`src/sv/hcbad_pkg.sv`:
```
// Shared types and constants for the home computer bank address decoder.
// Used by hcbad_decode and home_computer_bank_address_decoder; no dependencies.
`timescale 1ns / 1ps
`default_nettype none

package hcbad_pkg;

  // Request codes
  localparam logic [1:0] REQ_READ  = 2'd0;
  localparam logic [1:0] REQ_WRITE = 2'd1;
  localparam logic [1:0] REQ_JUMP  = 2'd2;

  // Environment codes
  localparam logic [1:0] ENV_PSID        = 2'd0;
  localparam logic [1:0] ENV_TRANSPARENT = 2'd1;
  localparam logic [1:0] ENV_BANKSWITCH  = 2'd2;
  localparam logic [1:0] ENV_REAL        = 2'd3;

  // Target codes
  localparam logic [3:0] TGT_RAM      = 4'd0;
  localparam logic [3:0] TGT_ROM      = 4'd1;
  localparam logic [3:0] TGT_BANK_REG = 4'd2;
  localparam logic [3:0] TGT_CIA1     = 4'd3;
  localparam logic [3:0] TGT_CIA2     = 4'd4;
  localparam logic [3:0] TGT_VIC      = 4'd5;
  localparam logic [3:0] TGT_FAKE_CIA = 4'd6;
  localparam logic [3:0] TGT_SID1     = 4'd7;
  localparam logic [3:0] TGT_SID2     = 4'd8;
  localparam logic [3:0] TGT_EXT_SID  = 4'd9;

  // Configuration register indexes
  localparam logic [1:0] CFG_IDX_ENV       = 2'd0;
  localparam logic [1:0] CFG_IDX_SID1_BASE = 2'd1;
  localparam logic [1:0] CFG_IDX_SID2_BASE = 2'd2;

  // Reset values and address constants
  localparam logic [7:0]  BANK_RESET      = 8'h37;
  localparam logic [1:0]  ENV_RESET       = ENV_REAL;
  localparam logic [15:0] SID1_BASE_RESET = 16'hd400;
  localparam logic [15:0] SID2_BASE_RESET = 16'h0000;
  localparam logic [15:0] BANK_REG_ADDR   = 16'h0001;
  localparam logic [15:0] BASIC_START     = 16'ha000;
  localparam logic [15:0] IO_START        = 16'hd000;
  localparam logic [4:0]  EXT_SID_FIRST   = 5'h1d;
  localparam logic [7:0]  PAGE_ZERO       = 8'h00;
  localparam logic [7:0]  PAGE_VIC        = 8'hd0;
  localparam logic [7:0]  PAGE_CIA1       = 8'hdc;
  localparam logic [7:0]  PAGE_CIA2       = 8'hdd;
  localparam logic [5:0]  SID_WINDOW      = 6'b110101;  // 0xd400..0xd7ff

  typedef struct packed {
    logic [1:0]  req_type;
    logic [15:0] address;
    logic [7:0]  write_data;
  } in_item_t;

  typedef struct packed {
    logic [3:0]  target;
    logic [15:0] device_address;
    logic        also_first_sid;
    logic [7:0]  first_sid_address;
    logic [7:0]  bank_value;
    logic        jump_to_ram;
  } res_t;

  typedef struct packed {
    logic [1:0]  environment;
    logic [15:0] first_sid_base;
    logic [15:0] second_sid_base;
  } cfg_t;

  typedef struct packed {
    logic       we;
    logic [7:0] wdata;
  } bank_wr_t;

endpackage

`default_nettype wire

```
`src/sv/home_computer_bank_address_decoder.sv`:
```
// Top level: input register, decode, result register, bank and config registers.
// Depends on hcbad_pkg and hcbad_decode.
// A transaction accepted into the input register is decoded from there and loaded into
// the result register when that register is free, and is then taken from out_*.
// Throughput: one transaction per cycle unless a full result register is not taken; the
// decode is a single combinational pass between the input and result registers.
// Reset (rst_n low, synchronous): both stages empty, bank register 0x37,
// environment 3, first SID base 0xd400, second SID base 0.
`timescale 1ns / 1ps
`default_nettype none

module home_computer_bank_address_decoder import hcbad_pkg::*; (
  input  wire logic        clk,
  input  wire logic        rst_n,
  // Input stream
  input  wire logic        in_tvalid,
  output logic             in_tready,
  input  wire logic [31:0] in_tdata,   // req_type[1:0], address[17:2], write_data[25:18]
  // Result stream
  output logic             out_tvalid,
  input  wire logic        out_tready,
  output logic [39:0]      out_tdata,  // target[3:0], device_address[19:4],
                                       // also_first_sid[20], first_sid_address[28:21],
                                       // bank_value[36:29], jump_to_ram[37]
  // Configuration writes
  input  wire logic        cfg_we,
  input  wire logic [1:0]  cfg_index,
  input  wire logic [15:0] cfg_wdata
);

  logic     s1_valid_r, s1_valid_nxt;
  in_item_t s1_item_r, s1_item_nxt;
  logic     out_valid_r, out_valid_nxt;
  res_t     out_res_r, out_res_nxt;
  logic [7:0] bank_r, bank_nxt;
  cfg_t     cfg_r, cfg_nxt;

  res_t     dec_res;
  bank_wr_t dec_bank_wr;
  logic     s1_adv, in_take;

  // Handshake: the result register frees when empty or taken
  assign s1_adv    = ~out_valid_r | out_tready;
  assign in_tready = ~s1_valid_r | s1_adv;
  assign in_take   = in_tvalid & in_tready;

  hcbad_decode u_decode (
    .item    (s1_item_r),
    .cfg     (cfg_r),
    .bank    (bank_r),
    .res     (dec_res),
    .bank_wr (dec_bank_wr)
  );

  // Next-state logic for stages and bank register
  always_comb begin
    s1_valid_nxt  = s1_valid_r;
    s1_item_nxt   = s1_item_r;
    out_valid_nxt = out_valid_r;
    out_res_nxt   = out_res_r;
    bank_nxt      = bank_r;
    if (s1_adv) begin
      out_valid_nxt = s1_valid_r;
      out_res_nxt   = dec_res;
      if (s1_valid_r && dec_bank_wr.we) bank_nxt = dec_bank_wr.wdata;
    end
    if (in_take) begin
      s1_item_nxt.req_type   = in_tdata[1:0];
      s1_item_nxt.address    = in_tdata[17:2];
      s1_item_nxt.write_data = in_tdata[25:18];
    end
    if (in_take) s1_valid_nxt = 1'b1;
    else if (s1_adv) s1_valid_nxt = 1'b0;
  end

  // Configuration writes; indexes beyond the list are ignored
  always_comb begin
    cfg_nxt = cfg_r;
    if (cfg_we) begin
      unique case (cfg_index)
        CFG_IDX_ENV:       cfg_nxt.environment     = cfg_wdata[1:0];
        CFG_IDX_SID1_BASE: cfg_nxt.first_sid_base  = cfg_wdata;
        CFG_IDX_SID2_BASE: cfg_nxt.second_sid_base = cfg_wdata;
        default:           cfg_nxt = cfg_r;
      endcase
    end
  end

  always_ff @(posedge clk) begin
    if (!rst_n) begin
      s1_valid_r  <= 1'b0;
      out_valid_r <= 1'b0;
      bank_r      <= BANK_RESET;
      cfg_r       <= '{environment: ENV_RESET,
                       first_sid_base: SID1_BASE_RESET,
                       second_sid_base: SID2_BASE_RESET};
    end else begin
      s1_valid_r  <= s1_valid_nxt;
      out_valid_r <= out_valid_nxt;
      bank_r      <= bank_nxt;
      cfg_r       <= cfg_nxt;
    end
  end

  // Payload registers
  always_ff @(posedge clk) begin
    s1_item_r <= s1_item_nxt;
    out_res_r <= out_res_nxt;
  end

  assign out_tvalid = out_valid_r;
  assign out_tdata  = {2'b00, out_res_r.jump_to_ram, out_res_r.bank_value,
                       out_res_r.first_sid_address, out_res_r.also_first_sid,
                       out_res_r.device_address, out_res_r.target};

endmodule

`default_nettype wire

```
`src/sv/hcbad_decode.sv`:
```
// Combinational bank and I/O decode of one bus transaction.
// Depends on hcbad_pkg.
`timescale 1ns / 1ps
`default_nettype none

module hcbad_decode import hcbad_pkg::*; (
  input  in_item_t item,
  input  cfg_t     cfg,
  input  logic [7:0] bank,
  output res_t     res,
  output bank_wr_t bank_wr
);

  logic [15:0] a;
  logic [3:0]  nib;
  logic [7:0]  hi;
  logic        is_rd, is_wr, is_jmp;
  logic        basic, io_on, kernal, real_m;
  logic        go_io, go_plain, go_rom;
  logic        sid_hit, plain_sel, jmp_ram;

  assign a      = item.address;
  assign nib    = a[15:12];
  assign hi     = a[15:8];
  assign is_rd  = (item.req_type == REQ_READ);
  assign is_wr  = (item.req_type == REQ_WRITE);
  assign is_jmp = (item.req_type == REQ_JUMP);
  assign basic  = (bank[1:0] == 2'b11);
  assign io_on  = (bank[2:0] > 3'd4);
  assign kernal = bank[1];
  assign real_m = (cfg.environment == ENV_REAL);

  // Pick the access path: I/O decode, plain RAM/bank reg, ROM, else RAM
  always_comb begin
    go_io    = 1'b0;
    go_plain = 1'b0;
    go_rom   = 1'b0;
    if (is_rd) begin
      priority if (cfg.environment == ENV_PSID) begin
        go_io = 1'b1;
      end else if (cfg.environment == ENV_TRANSPARENT) begin
        if (a < IO_START) go_plain = 1'b1;
        else if (nib == 4'hd) go_io = io_on;
      end else begin
        priority if (a < BASIC_START) go_plain = 1'b1;
        else if (nib == 4'ha || nib == 4'hb) go_rom = basic;
        else if (nib == 4'hd) go_io = io_on;
        else if (nib >= 4'he) go_rom = kernal;
        else go_rom = 1'b0;  // 0xc000 page is always RAM
      end
    end else if (is_wr) begin
      priority if (cfg.environment == ENV_PSID) go_io = 1'b1;
      else if (a < BASIC_START) go_plain = 1'b1;
      else if (nib == 4'hd) go_io = io_on;
      else go_plain = 1'b0;  // everything else writes RAM
    end
  end

  // I/O page 0 falls back to the plain decode
  assign sid_hit   = (a[15:10] == SID_WINDOW);
  assign plain_sel = go_plain | (go_io & ~sid_hit & (hi == PAGE_ZERO));

  // Jump target check
  always_comb begin
    jmp_ram = 1'b1;
    if (cfg.environment == ENV_BANKSWITCH) begin
      priority if (nib == 4'ha || nib == 4'hb) jmp_ram = ~basic;
      else if (nib == 4'hd) jmp_ram = ~io_on;
      else if (nib >= 4'he) jmp_ram = ~kernal;
      else jmp_ram = 1'b1;
    end else if (cfg.environment == ENV_TRANSPARENT) begin
      jmp_ram = ~((a >= IO_START) & kernal);
    end
  end

  // Result assembly
  always_comb begin
    res = '0;
    if (is_jmp) begin
      res.jump_to_ram = jmp_ram;
    end else if (plain_sel) begin
      res.device_address = a;
      if (a == BANK_REG_ADDR) begin
        res.target     = TGT_BANK_REG;
        res.bank_value = is_wr ? item.write_data : bank;
      end else begin
        res.target = TGT_RAM;
      end
    end else if (go_io && sid_hit) begin
      if (is_wr && a[4:0] >= EXT_SID_FIRST) begin
        res.target         = TGT_EXT_SID;
        res.device_address = {7'd0, a[8:0]};
      end else if ({hi, 8'h00} == cfg.second_sid_base) begin
        res.target         = TGT_SID2;
        res.device_address = {8'd0, a[7:0]};
        if (is_wr && cfg.second_sid_base == cfg.first_sid_base) begin
          res.also_first_sid    = 1'b1;
          res.first_sid_address = {3'd0, a[4:0]};
        end
      end else begin
        res.target         = TGT_SID1;
        res.device_address = {11'd0, a[4:0]};
      end
    end else if (go_io) begin
      priority if (real_m && hi == PAGE_CIA1) begin
        res.target         = TGT_CIA1;
        res.device_address = {12'd0, a[3:0]};
      end else if (real_m && hi == PAGE_CIA2) begin
        res.target         = TGT_CIA2;
        res.device_address = {12'd0, a[3:0]};
      end else if (real_m && hi == PAGE_VIC) begin
        res.target         = TGT_VIC;
        res.device_address = {10'd0, a[5:0]};
      end else if (!real_m && hi == PAGE_CIA1) begin
        res.target         = TGT_FAKE_CIA;
        res.device_address = {12'd0, a[3:0]};
      end else begin
        res.target         = TGT_ROM;
        res.device_address = a;
      end
    end else if (is_rd || is_wr) begin
      res.target         = go_rom ? TGT_ROM : TGT_RAM;
      res.device_address = a;
    end
  end

  // Bank register update on a write to address 1
  assign bank_wr.we    = is_wr & plain_sel & (a == BANK_REG_ADDR);
  assign bank_wr.wdata = item.write_data;

endmodule

`default_nettype wire
```
`config.mk`:
```
export PLATFORM = sky130hd
export DESIGN_NAME = home_computer_bank_address_decoder
export DESIGN_NICKNAME = d
export VERILOG_FILES = /design/src/sv/hcbad_pkg.sv /design/src/sv/home_computer_bank_address_decoder.sv /design/src/sv/hcbad_decode.sv
export SDC_FILE = /design/constraint.sdc
export NUM_CORES = 1
export LEC_CHECK = 0
export BUFFER_PORTS_ARGS = -buffer_cell sky130_fd_sc_hd__buf_4
export CAP_MARGIN = 20
export CORE_MARGIN = 10
export CORE_UTILIZATION = 30
export CTS_CLUSTER_DIAMETER = 50
export DETAILED_ROUTE_END_ITERATION = 8
export GPL_TIMING_DRIVEN = 0
export MAX_ROUTING_LAYER = met4
export SLEW_MARGIN = 20
export SYNTH_ARGS = -nofsm -noshare
export SYNTH_HDL_FRONTEND = slang
export SYNTH_SLANG_ARGS = --single-unit
```
`constraint.sdc`:
```
create_clock -name clk -period 2.5 [get_ports clk]
set_input_delay 0.125 -clock clk [delete_from_list [all_inputs] [get_ports clk]]
set_output_delay 0.125 -clock clk [all_outputs]
set_load 0.005 [all_outputs]
```
# Word level (Yosys, flattened, before mapping)
# Cells that the tools add are included.
dict set report totals {
  mem_bits_ro 0
  reg_bits 108
  in_bits 55
  mem_bits_rw 0
  latchBits 0
  mem_count 0
}
dict set report classes {
  mux 45
  shifts 0
  eq_ne 18
  addsub 0
  order_cmp 6
  multipliers 0
  div 0
  reduce_logical 23
  bitwise 21
}
# op count
set op_table {}
lappend op_table {{$mux 20} 9}
lappend op_table {{$eq 16x16->1} 2}
lappend op_table {{$lt 16x16->1 const B} 2}
lappend op_table {{$mux 1} 32}
lappend op_table {{$eq 8x8->1 const B} 3}
lappend op_table {{$mux 19} 1}
lappend op_table {{$eq 16x1->1 const B} 1}
lappend op_table {{$ge 16x16->1 const B} 1}
lappend op_table {{$eq 4x4->1 const B} 3}
lappend op_table {{$not 1->1} 12}
lappend op_table {{$eq 2x2->1 const B} 5}
lappend op_table {{$mux 9} 1}
lappend op_table {{$logic_and 1x1->1} 8}
lappend op_table {{$logic_not 8->1} 1}
lappend op_table {{$mux 8} 1}
lappend op_table {{$reduce_and 2->1} 4}
lappend op_table {{$and 1x1->1} 6}
lappend op_table {{$eq 2x1->1 const B} 3}
lappend op_table {{$eq 6x6->1 const B} 1}
lappend op_table {{$logic_not 2->1} 3}
lappend op_table {{$reduce_or 6->1} 1}
lappend op_table {{$ge 5x5->1 const B} 1}
lappend op_table {{$reduce_or 5->1} 1}
lappend op_table {{$ge 4x4->1 const B} 1}
lappend op_table {{7 further kinds} 10}

# Longest topological paths before layout
dict set report logic_depth {
  depth_word 14
  mapped_depth 7
  mapped_depth_nobuf 5
}

# Hierarchy
# From an unflattened synthesis, not the netlist that was laid out.
dict set report unflattened {
  hier_cells 423
  area_unflattened_um2 4652.0
}
# module n_inst cells_each area_each_um2 seq_area_each_um2
set modules_own_cells {}
lappend modules_own_cells {home_computer_bank_address_decoder 1 246 3549.7 2802.7}
lappend modules_own_cells {hcbad_decode 1 177 1102.3 0.0}

# Least setup slack after synthesis
# Ideal clock, no wire load.
dict set report synth_timing {
  kind {reg-to-reg}
  from {register s1_item_r[21] in the netlist's numbering}
  to {register out_res_r (netlist bit out_tdata[29]), data pin}
  period_less_slack_ns 1.938
  path_slack_ns 0.562
  path_stages_with_launch 7
  arrival_ns 1.798
  n_path_buf 1
  t_required_ns 2.360
  cell_sequence {edfxtp_1 nand4b_4 o21a_1 or3_4 a211o_1 buf_6 a21oi_2}
}
dict set report synth_between {
  elab_chain_cells 12
  word_cells_on_any_way 33
  classes_between {order compare: 2; eq/ne: 5; mux: 17; bitwise: 6; reduce/logical: 3}
}
# item line_no
set synth_lines {}
lappend synth_lines {{start, declared} home_computer_bank_address_decoder.sv:32} ;# in_item_t s1_item_r, s1_item_nxt;
lappend synth_lines {{start signal, assigned} home_computer_bank_address_decoder.sv:107} ;# s1_item_r <= s1_item_nxt;
lappend synth_lines {{parallel branches: the longest is 11 deep, another holds $lt 16x16->1} n/a}
lappend synth_lines {{$reduce_or 3->1 (no source line) *} n/a}
lappend synth_lines {{end signal, assigned} home_computer_bank_address_decoder.sv:108} ;# out_res_r <= out_res_nxt;
lappend synth_lines {{end, declared} home_computer_bank_address_decoder.sv:34} ;# res_t out_res_r, out_res_nxt;
# Every way passes the cells marked *.
# A chain may end at the register's enable or synchronous reset.

# Worst setup path after layout
dict set report layout_timing {
  from {register cfg_r[3] in the netlist's numbering}
  to {register out_res_r (netlist bit out_tdata[24]), data pin}
}
dict set report layout_between {
  elab_chain_cells 4
  word_cells_on_any_way 6
  classes_between {eq/ne: 2; bitwise: 2; reduce/logical: 2}
}
# item line_no
set layout_lines {}
lappend layout_lines {{start, declared} home_computer_bank_address_decoder.sv:36} ;# cfg_t cfg_r, cfg_nxt;
lappend layout_lines {{start signal, assigned} home_computer_bank_address_decoder.sv:94} ;# cfg_r <= '{environment: ENV_RESET,
lappend layout_lines {{start signal, assigned} home_computer_bank_address_decoder.sv:101} ;# cfg_r <= cfg_nxt;
lappend layout_lines {{$eq 16x16->1} hcbad_decode.sv:96} ;# if (is_wr && cfg.second_sid_base == cfg.first_sid_base) begin
lappend layout_lines {{$logic_and 1x1->1} hcbad_decode.sv:96}
lappend layout_lines {{$not 1->1 (no source line)} n/a}
lappend layout_lines {{$reduce_or 6->1 (no source line) *} n/a}
# Mark *: on every way between the ends. The rest lies on a longest branch, timed or not.

==> report_table.html <==
<table>
<tr><th>Metric</th><th>Value</th></tr>
<tr><th colspan="2">Run status</th></tr>
<tr><td>Status</td><td>complete, no violations</td></tr>
<tr><th colspan="2">Drt</th></tr>
<tr><td>Wire per inst</td><td>about 15 um</td></tr>
<tr><td>Number of vias per cell after detailed routing</td><td>4.61</td></tr>
<tr><td>Antenna violation net count after detailed routing</td><td>0</td></tr>
<tr><td>Vias post-DR</td><td>~3400</td></tr>
<tr><td>Detailed-router iteration count before antenna repair</td><td>5</td></tr>
<tr><td>WL final</td><td>11300 um</td></tr>
<tr><td>First DRT Iteration DRCs</td><td>180</td></tr>
<tr><td>Remaining design rule violation count</td><td>0</td></tr>
<tr><th colspan="2">Layout</th></tr>
<tr><td>Synth-to-Final Area Change</td><td>32.2%</td></tr>
<tr><td>Share of post-route cells with drive strength above 1</td><td>24.4%</td></tr>
<tr><td>FF+latch area</td><td>0.00271 mm^2</td></tr>
<tr><td>Inserted Diodes</td><td>0</td></tr>
<tr><td>Fin util</td><td>40.2%</td></tr>
<tr><td>Number of nets in the final layout</td><td>roughly 590</td></tr>
<tr><td>Multi-input gate area in the final layout</td><td>0.00173 mm^2</td></tr>
<tr><td>Post-Layout Inst Area</td><td>around 0.0060 mm^2</td></tr>
<tr><td>Number of fill cells</td><td>1468</td></tr>
<tr><td>Count of non-filler cells in the finished layout</td><td>730</td></tr>
<tr><th colspan="2">STA</th></tr>
<tr><td>Min Hold Slack</td><td>about 0.013 ns</td></tr>
<tr><td>RSZ-0062 raised after global routing</td><td>no</td></tr>
<tr><td>Slew @ Worst Pin</td><td>0.744 ns</td></tr>
<tr><td>Final number of max-transition violations</td><td>0</td></tr>
<tr><td>Post-Route Skew</td><td>about 0.0079 ns</td></tr>
<tr><td>Highest clock rate</td><td>0.436 GHz</td></tr>
<tr><td>Shortest clock period the worst path allows after layout</td><td>2.29 ns</td></tr>
<tr><td>Final number of setup-violating endpoints</td><td>0</td></tr>
<tr><td>Worst-case headroom to the max-slew limit</td><td>50.0%</td></tr>
<tr><td>Setup tns final</td><td>0 ns</td></tr>
<tr><td>Count of final hold-check violations</td><td>0</td></tr>
<tr><td>Final Worst Setup Slack</td><td>0.207 ns</td></tr>
<tr><td>Part of the cycle the worst path needs</td><td>roughly nine tenths</td></tr>
<tr><th colspan="2">Job</th></tr>
<tr><td>Number of maximum-capacitance violations</td><td>0</td></tr>
<tr><th colspan="2">Setup path</th></tr>
<tr><td>WP data required</td><td>2.71 ns</td></tr>
<tr><td>Critical-path top delay cell</td><td>sky130_fd_sc_hd__or4_4</td></tr>
<tr><td>CP endpoint kind</td><td>register</td></tr>
<tr><td>Crit start category</td><td>register</td></tr>
<tr><td>Worst path top cell family by delay</td><td>simple AND/OR/NAND/NOR gates</td></tr>
<tr><td>Number of buffers and inverters on the critical path</td><td>0</td></tr>
<tr><td>Cells along the critical path</td><td>nor4_1 &gt; nand4_1 &gt; or4_4 &gt; nor4_4 &gt; and2_1</td></tr>
<tr><td>Worst setup path category</td><td>reg -&gt; reg</td></tr>
<tr><td>Largest incremental delay on the critical path</td><td>0.57 ns</td></tr>
<tr><td>Largest fanout on the critical path</td><td>6</td></tr>
<tr><td>Arrival time at the worst endpoint</td><td>2.50 ns</td></tr>
<tr><th colspan="2">Synthesis</th></tr>
<tr><td>Cell with the most instances after synthesis</td><td>sky130_fd_sc_hd__nand2_1</td></tr>
<tr><td>Share of synthesized registers carrying an async set or reset</td><td>0%</td></tr>
<tr><td>Dominant cell type by area after synthesis</td><td>sky130_fd_sc_hd__edfxtp_1</td></tr>
<tr><td>Share of Yosys cell area claimed by the top area cell type</td><td>40.1%</td></tr>
<tr><td>Post-Syn Area</td><td>between 0.004 and 0.005 mm^2</td></tr>
<tr><td>Most instantiated cells after synthesis</td><td>sky130_fd_sc_hd__nand2_1 (100), sky130_fd_sc_hd__edfxtp_1 (61), sky130_fd_sc_hd__dfxtp_1 (44), sky130_fd_sc_hd__xor2_1 (18), sky130_fd_sc_hd__a21boi_1 (16)</td></tr>
<tr><td>Count of flip-flops with a built-in enable after synthesis</td><td>61</td></tr>
<tr><td>Top FF cell, synth</td><td>sky130_fd_sc_hd__edfxtp_1</td></tr>
<tr><td>Average cell area after synthesis</td><td>11.1 um^2</td></tr>
<tr><td>Register area share after synthesis</td><td>59.4%</td></tr>
<tr><td>Number of distinct library cell variants in the gate-level netlist after synthesis</td><td>between 50 and 60</td></tr>
<tr><td>Synth warn</td><td>0</td></tr>
<tr><td>Flip-flop and latch count after synthesis</td><td>105</td></tr>
<tr><td>Leading cell types by total area after synthesis</td><td>sky130_fd_sc_hd__edfxtp_1 (40%), sky130_fd_sc_hd__dfxtp_1 (19%), sky130_fd_sc_hd__nand2_1 (8.2%)</td></tr>
<tr><td>Post-synthesis instance total</td><td>between 400 and 500</td></tr>
<tr><th colspan="2">Place</th></tr>
<tr><td>Post-placement worst setup slack</td><td>0.219 ns</td></tr>
<tr><td>Global placement routability congestion</td><td>about 0.85</td></tr>
<tr><td>Post-detailed-placement half-perimeter wirelength</td><td>8540 um</td></tr>
<tr><td>Standard cell area after detailed placement</td><td>0.00546 mm^2</td></tr>
<tr><td>Port-buffer cells</td><td>between 80 and 90</td></tr>
<tr><td>Dpl cells</td><td>687</td></tr>
<tr><th colspan="2">Power</th></tr>
<tr><td>Share of power burned in registers</td><td>52.5%</td></tr>
<tr><td>Total design power</td><td>roughly 3.7 mW</td></tr>
<tr><td>Cell internal power dissipation</td><td>2.92 mW</td></tr>
<tr><td>Pleak</td><td>2.44 nW</td></tr>
<tr><td>Pwr per Cell Area</td><td>619 mW/mm^2</td></tr>
<tr><td>Proportion of power drawn by combinational gates</td><td>9.5%</td></tr>
<tr><td>Switching part of the total</td><td>21.7%</td></tr>
<tr><td>Maximum resistive drop on vdd</td><td>0.398 mV</td></tr>
<tr><td>Switching power</td><td>0.811 mW</td></tr>
<tr><td>Clock Power Share</td><td>38.0%</td></tr>
<tr><th colspan="2">Floorplan</th></tr>
<tr><td>Area of the die</td><td>0.0206 mm^2</td></tr>
<tr><td>Number of rows created at floorplan</td><td>45</td></tr>
<tr><td>Chip Width</td><td>143 um</td></tr>
<tr><td>Die H</td><td>143 um</td></tr>
<tr><td>Boundary Pins</td><td>97</td></tr>
<tr><td>Effective utilization at floorplan</td><td>30.4%</td></tr>
<tr><td>CORE AREA</td><td>around 0.015 mm^2</td></tr>
<tr><th colspan="2">CTS</th></tr>
<tr><td>Clock sink total</td><td>105</td></tr>
<tr><td>Number of buffers created by CTS</td><td>9</td></tr>
<tr><td>Clk slew on worst S/H paths</td><td>0.07 ns</td></tr>
<tr><td>Number of buffers inserted to repair setup after CTS</td><td>0</td></tr>
<tr><td>Library cell used as clock root buffer</td><td>sky130_fd_sc_hd__clkbuf_16</td></tr>
<tr><td>H-tree depth</td><td>3</td></tr>
<tr><td>Number of buffers between clock root and the deepest sink</td><td>2</td></tr>
<tr><td>CTS tree</td><td>done</td></tr>
<tr><td>Number of instances resized during post-cts repair</td><td>0</td></tr>
<tr><td>Clock latency at the later pin of the worst-skew pair</td><td>~0.34 ns</td></tr>
<tr><td>Hold buffer count at cts</td><td>27</td></tr>
<tr><th colspan="2">Global route</th></tr>
<tr><td>Global-route wire length before repair</td><td>between 15000 and 20000 um</td></tr>
<tr><td>Maximum number of pins on one net before global-route repair</td><td>36</td></tr>
<tr><td>Tot GR Track Use</td><td>11.6%</td></tr>
<tr><td>Initial antenna violation count</td><td>0</td></tr>
<tr><td>Via count of the first global-routing pass</td><td>roughly 3500</td></tr>
<tr><td>Total global routing overflow</td><td>0</td></tr>
<tr><th colspan="2">Min path</th></tr>
<tr><td>Path category of the worst min-delay check</td><td>in -&gt; reg</td></tr>
</table>
area by class of cell:
class	instances	area share, %
Clock buffer	14	4.89
Timing Repair Buffer	112	15.0
Multi-Input combinational cell	281	28.6
Inverter	4	0.249
Buffer	24	2.13
Clock inverter	2	0.249
Tap cell	188	3.90
Sequential cell	105	44.9
registers in the layout, summed over array words and instances (netlist names):
register / count
s1_item_r: 26
bank_r: 8
cfg_r: 34
out_tdata: 35
out_tvalid: 1
s1_valid_r: 1
routing by layer:
layer  vias up  share of wire, %  track usage (%)
met5         -                 0                -
met4         0               2.4             5.10
met3        17               4.7             2.38
met2        79                50             18.9
met1      1587                43             13.8
li1       1684                 -                -
cells by family after synthesis:
group,count (synthesis),synth area share [%]
and+or+nand+nor,179,20.0
muxes,9,1.97
AOI/OAI and AO/OA,63,10.6
xor gates and xnor gates,25,4.79
other,1,0.0821
DFF,105,59.4
buffers and inverters,28,3.15
power groups by stage:
stage | Combinational, mW | Clock (mW) | Sequential [mW]
floorplan | 0.155 | 0 | 1.99
global placement | 0.320 | 0 | 2.00
detailed placement | 0.326 | 0 | 2.00
CTS | 0.361 | 1.45 | 1.96
global route | 0.395 | 1.53 | 1.97
finish | 0.356 | 1.42 | 1.96
worst min-delay path, cell delays in order:
cell and delay (ns):
sky130_fd_sc_hd__buf_4 0.09, sky130_fd_sc_hd__nand2_1 0.04, sky130_fd_sc_hd__nand3_1 0.06
final timing paths:
check | from | to | slack, ns | depth (start not counted)
hold / removal | cfg_wdata[15] | cfg_r[31]$_SDFFE_PN1P_ | 0.01 | 3
hold reg to reg | cfg_r[21]$_SDFFE_PN0P_ | cfg_r[21]$_SDFFE_PN0P_ | 0.47 | 2
setup / recovery | cfg_r[3]$_SDFFE_PN0P_ | out_tdata[24]$_SDFFCE_PP0P_ | 0.21 | 5
setup reg to reg | cfg_r[3]$_SDFFE_PN0P_ | out_tdata[24]$_SDFFCE_PP0P_ | 0.21 | 5
cells in the final DEF (no fill, tap or decap), drive strengths merged, types with 2 or more instances in the layout:
cell type / synthesis / final
dlygate4sd3: 0 / 27
mux2i: 9 / 9
buf: 10 / 95
nand3: 8 / 8
o21ai: 2 / 2
nor2b: 12 / 12
and2: 13 / 13
nand2: 100 / 100
nor2: 7 / 7
xnor2: 7 / 7
conb: 1 / 5
nand2b: 4 / 4
nor4: 8 / 8
edfxtp: 61 / 61
o21a: 4 / 4
xor2: 18 / 18
o211ai: 3 / 3
nand3b: 3 / 3
a211o: 2 / 2
dfxtp: 44 / 44
clkbuf: 14 / 28
a31oi: 3 / 3
nand4: 5 / 5
and3: 2 / 2
a21oi: 13 / 13
inv: 4 / 6
and3b: 2 / 2
a21boi: 29 / 29
nor3: 9 / 9
Note: power is estimated with default switching activity, not from simulation.
